<file path="src/rtl/core/lms_adaptive_fir_sysid_unit_macros.svh">
// Assertion macros shared by the LMS system identification RTL.
`ifndef LMS_ADAPTIVE_FIR_SYSID_UNIT_MACROS_SVH
`define LMS_ADAPTIVE_FIR_SYSID_UNIT_MACROS_SVH

// Same-cycle implication, sampled on clk, quiet while rst_n is low.
`define LMSID_ASSERT_IMPL(label, ante, cons, msg) \
    label: assert property (@(posedge clk) disable iff (!rst_n) (ante) |-> (cons)) \
        else $error(msg);

// Next-cycle implication, sampled on clk, quiet while rst_n is low.
`define LMSID_ASSERT_NEXT(label, ante, cons, msg) \
    label: assert property (@(posedge clk) disable iff (!rst_n) (ante) |=> (cons)) \
        else $error(msg);

`endif

</file>
<file path="src/rtl/core/lmsid_ram.sv">
// Generic single-write, single-read RAM with registered read data.
module lmsid_ram #(
    parameter int WIDTH = 16,
    parameter int DEPTH = 256
) (
    input  logic                                      clk,
    input  logic                                      we,
    input  logic [((DEPTH > 1) ? $clog2(DEPTH) : 1)-1:0] waddr,
    input  logic [WIDTH-1:0]                          wdata,
    input  logic [((DEPTH > 1) ? $clog2(DEPTH) : 1)-1:0] raddr,
    output logic [WIDTH-1:0]                          rdata
);

    logic [WIDTH-1:0] mem [DEPTH];
    logic [WIDTH-1:0] rdata_reg;

    always_ff @(posedge clk)
    begin
        if (we)
        begin
            mem[waddr] <= wdata;
        end
        rdata_reg <= mem[raddr];
    end

    assign rdata = rdata_reg;

endmodule

</file>
<file path="config.mk">
export PLATFORM = sky130hd
export DESIGN_NAME = lmsid_ram
export DESIGN_NICKNAME = d
export VERILOG_FILES = /design/src/rtl/core/lms_adaptive_fir_sysid_unit_macros.svh /design/src/rtl/core/lmsid_ram.sv
export SDC_FILE = /design/constraint.sdc
export NUM_CORES = 2
export LEC_CHECK = 0
export BUFFER_PORTS_ARGS = -buffer_cell sky130_fd_sc_hd__clkbuf_2
export CORE_ASPECT_RATIO = 1.75
export CORE_MARGIN = 2
export CORE_UTILIZATION = 60
export CTS_CLUSTER_DIAMETER = 50
export DETAILED_ROUTE_END_ITERATION = 8
export PLACE_DENSITY_LB_ADDON = 0.25
export SYNTH_ARGS = -nofsm -noshare
export SYNTH_HDL_FRONTEND = slang
export SYNTH_SLANG_ARGS = --single-unit
export TNS_END_PERCENT = 30
</file>
<file path="constraint.sdc">
create_clock -name clk -period 4.5 [get_ports clk]
set_clock_uncertainty 0.1 [all_clocks]
set_input_delay 1.125 -clock clk [delete_from_list [all_inputs] [get_ports clk]]
set_output_delay 1.125 -clock clk [all_outputs]
set_load 0.005 [all_outputs]
</file>
# [After elaboration in Yosys (flattened, before gate mapping)]
# Memory sizes are Yosys's and may differ from the RTL's. A register that Yosys moved wholly into a read port is not among the register bits.
# Cells that the tools add are included.
[classes] div=0 bitwise_logic=0 muxes=2 n_eq_ne=0 n_reduce_logical=0 n_addsub=0 mul=0 order_cmp=0 shifts=0
[op_table] cell="1-bit two-way mux" n=2
[word_totals] romBits=0 regBits=0 inputBits=34 latch_bits=0 ramBits=4096 memories=1 output_inout_bits=16
[memory_table] memory="mem" depth=256 width=16 rd=1 rd_ports_with_merged_regs=1 wr=1 line_no="lmsid_ram.sv:14" source="logic [WIDTH-1:0] mem [DEPTH];"

# [Longest topological paths before layout]
[logic_depth] depth_word=2 depth_mapped=12 depth_no_buf=6

# [Worst setup path before layout]
# Ideal clock, no wire load.
[synth_timing] kind="input port to flip-flop" from="in waddr[3] (netlist bit)" to="mem mem[235][0], enable pin" stages=6 slack_ps=1110 setup_ps=388 n_path_buf=3 arrival_ps=2902 path_cell_list="clkbuf_1 > nor2b_1 > clkbuf_1 > nand4_1 > clkbuf_1 > nor2_1"
[synth_lines] item="start: declaration" line_no="lmsid_ram.sv:8" source="input logic [((DEPTH > 1) ? $clog2(DEPTH) : 1)-1:0] waddr,"
[synth_lines] item="end: declaration" line_no="lmsid_ram.sv:14"
# No word-level cell before the write port.

==> summary.md <==
| Metric | Value |
|---|---|
| Status | `completed` |
| Tot Pwr | `76.0 mW` |
| Die area | `269000 sq um` |
| WL final | `427000 microns` |
| Syn-to-layout area delta | `12.5%` |
| Yosys top cell area share | `77.5%` |
| Distinct cells, synth | `52` |
| RSZ-0062 raised after global routing | `no` |
| Crit. Startpoint | `raddr[0]` |
| Cell breakdown of the critical path | `buf_12 -> buf_12 -> buf_12 -> mux4_2 -> mux2_2 -> a221oi_1 -> buf_4 -> o31ai_1 -> o32ai_1 -> nor4_1` |
| Worst slew margin | `12.9%` |
| Worst-margin pin slew | `1.31 ns` |
| CTS resizes | `0` |
| Final #Nets | `8063` |
| Max frequency | `248 MHz` |
| Placed insts | `11200` |
| DR WL/cell | `36.0 microns` |
| Avg Vias per Cell | `6.77` |
| Post-synth top flop | `edfxtp_1` |
| Register area share after synthesis | `77.7%` |
| Core area | `263000 sq um` |
| Synth warnings | `0` |
| Most frequent cells in the layout | `edfxtp_1 (4096), mux4_2 (797), buf_4 (624)` |
| PD cells | `426 nW/um^2` |
| Minimum clock period | `4.03 ns` |
| Worst hold start | `wdata[15]` |
| Worst-Skew Late Latency | `0.91 ns` |
| Synthesized Nets | `7394` |
| Syn_area_per_cell | `21.6 sq um` |
| Critical Path RT | `5.11 ns` |
| Total number of vias | `80100` |
| Max reg flops | `4096` |
| Global-route wire length before repair | `600000 microns` |
| Die X | `393 microns` |
| Xor-xnor portion of the synthesized cell area | `0%` |
| Synthesized area | `159000 sq um` |
| CP Buf/Inv Count | `4` |
| Layout cells sized above 1 | `26.1%` |
| CP arrival | `4.65 ns` |
| Initial DRC count | `10600` |
| Number of max-cap violations | `0` |
| Syn Inst Count | `7360` |
| Setup Buffers After CTS | `0` |
| Fill cells | `16200` |
| Post-route ant nets | `0` |
| Gr ovfl total | `0` |
| FP Rows | `249` |
| GRT Total Usage | `32.0%` |
| Ys async rst share | `0%` |
| Post-Synth Adder-Cell Area | `0%` |
| TritonCTS buffer count | `349` |
| Compound-gate portion of the synthesized area | `3.54%` |
| Post-synth EDFFs | `4096` |
| Clock slew at reported path FFs | `0.06 ns` |
| Initial Util | `60.4%` |
| Met1 WL | `137000 microns` |
| CTS root buf | `clkbuf_16` |
| Most used cell, CP | `buf_12` |
| Initial antenna violation count | `21` |
| Hold Crit Class | `input pin to register` |
| Top routing layer used | `met5` |
| Final setup viols | `0` |
| Critical Path End Type | `register` |
| Commonest non-fill, non-tap cell in the layout | `edfxtp_1` |
| Worst r2r src | `mem[130][12]` |
| Die height | `684 microns` |
| Fin. max-slew vios | `0` |
| Critical Path Fanout Max | `25` |
| Max clock buf depth | `4` |
| LEAKAGE | `57.3 nW` |
| H-tree levels | `5` |
| Synth area leader | `edfxtp_1` |
| DR WL met3 | `35700 microns` |
| Critical-path top delay cell | `a221oi_1` |
| Synthesized flop and latch total | `4112` |
| Vias in the first global route | `80700` |
| GPL Wtd Cong | `0.949` |
| Fin. Hold Viols | `0` |
| DRC viols | `0` |
| Crit-path max cell delay | `1.04 ns` |
| DR WL met2 | `215000 microns` |
| Critical path's top delay family | `compound AO/OA/AOI/OAI gates` |
| I/O pin count | `50` |
| Post-synthesis simple-gate area fraction | `1.57%` |
| Largest net degree at the start of global routing | `137` |
| Placement Setup Slack | `-0.383 ns` |
| Fin crit share | `89.6%` |
| Peak supply drop | `0.328 mV` |
| CTS sink count | `4112` |
| CTS hold repair buffers | `0` |
| Startpoint Class | `input pin` |
| Post-route setup slack | `0.466 ns` |
| Fin cells | `11800` |
| Combinational family with the most area after synthesis | `multiplexers` |
| CTS tree | `done` |
| First-pass detailed-route iteration total | `6` |
| Mux cell area share after synthesis | `15.5%` |
| Crit Path Class | `input pin to register` |
| Final HPWL DP | `273000 microns` |
| Dominant cells by area after synthesis | `edfxtp_1 (77%), mux4_2 (11%), mux2i_1 (3.6%), o221ai_1 (1.4%), nor2_1 (0.72%)` |
| Port Buf Inserts | `49` |
worst paths after layout:
check        depth (start not counted)           end  slack (ns)
min reg2reg                          6      rdata[5]        1.04
min                                  1  mem[138][15]        0.57
max                                 10     rdata[12]        0.47
max reg2reg                          7     rdata[12]        1.11
synthesized netlist by cell type (all sizes together), types with 26 or more instances:
master	instances
a221oi	28
nand3	35
nand2	38
mux4	797
nor2	304
o221ai	253
o22ai	148
o21ai	38
a21oi	175
mux2	88
clkbuf	230
nor3	92
buf	222
edfxtp	4096
a22oi	43
mux2i	565
nand4	26
a22o	32
stage by stage:
step           utilization [%]  instance area (sq um)  setup TNS, ns  hold slack (ns)
2_1_floorplan                -                 159000              0            0.754
3_3_place_gp              63.7                 168000          -1.27            0.970
3_5_place_dp              63.7                 168000          -1.18             1.00
4_1_cts                   67.9                 179000              0            0.500
5_1_grt                   67.9                 179000              0            0.553
6_report                  67.9                 179000              0            0.566
cells by family after synthesis:
kind of cell | Yosys count
multiplexers | 1450
flip-flops | 4112
buffers and inverters | 456
AO/OA/AOI/OAI | 786
AND/OR/NAND/NOR | 556
worst register-to-register path: stages (launching register included):
cell      delay [ns]
edfxtp_1        0.37
mux4_2          0.46
mux2_2          0.30
a221oi_1        1.04
buf_4           0.30
o31ai_1         0.08
o32ai_1         0.43
nor4_1          0.15
cell type report:
cell class / instances / area [sq um] / area share (%)
sequential: 4112 / 123000 / 69.0
multi-input combinational: 2792 / 32800 / 18.4
clock buffer: 428 / 9230 / 5.17
timing repair buffer: 770 / 7060 / 3.95
tap: 3514 / 4400 / 2.46
clock inverter: 190 / 1710 / 0.960
antenna: 23 / 57.6 / 0.0322
inverter: 4 / 27.5 / 0.0154
where the power goes:
group / switching, mW / leakage (nW) / total, mW / internal, mW
registers: 0.0723 / 36.9 / 42.3 / 42.2
clock network: 13.3 / 5.36 / 29.5 / 16.2
logic: 2.71 / 15.0 / 4.21 / 1.50
total: 16.1 / 57.3 / 76.0 / 59.9
layer usage:
layer | GRT usage, % | vias up
met1 | 38.2 | 41800
met5 | 0 | -
met4 | 23.5 | 16
li1 | - | 32500
met2 | 53.0 | 4640
met3 | 4.71 | 1043
No activity file was read; power rests on OpenSTA's default activity.
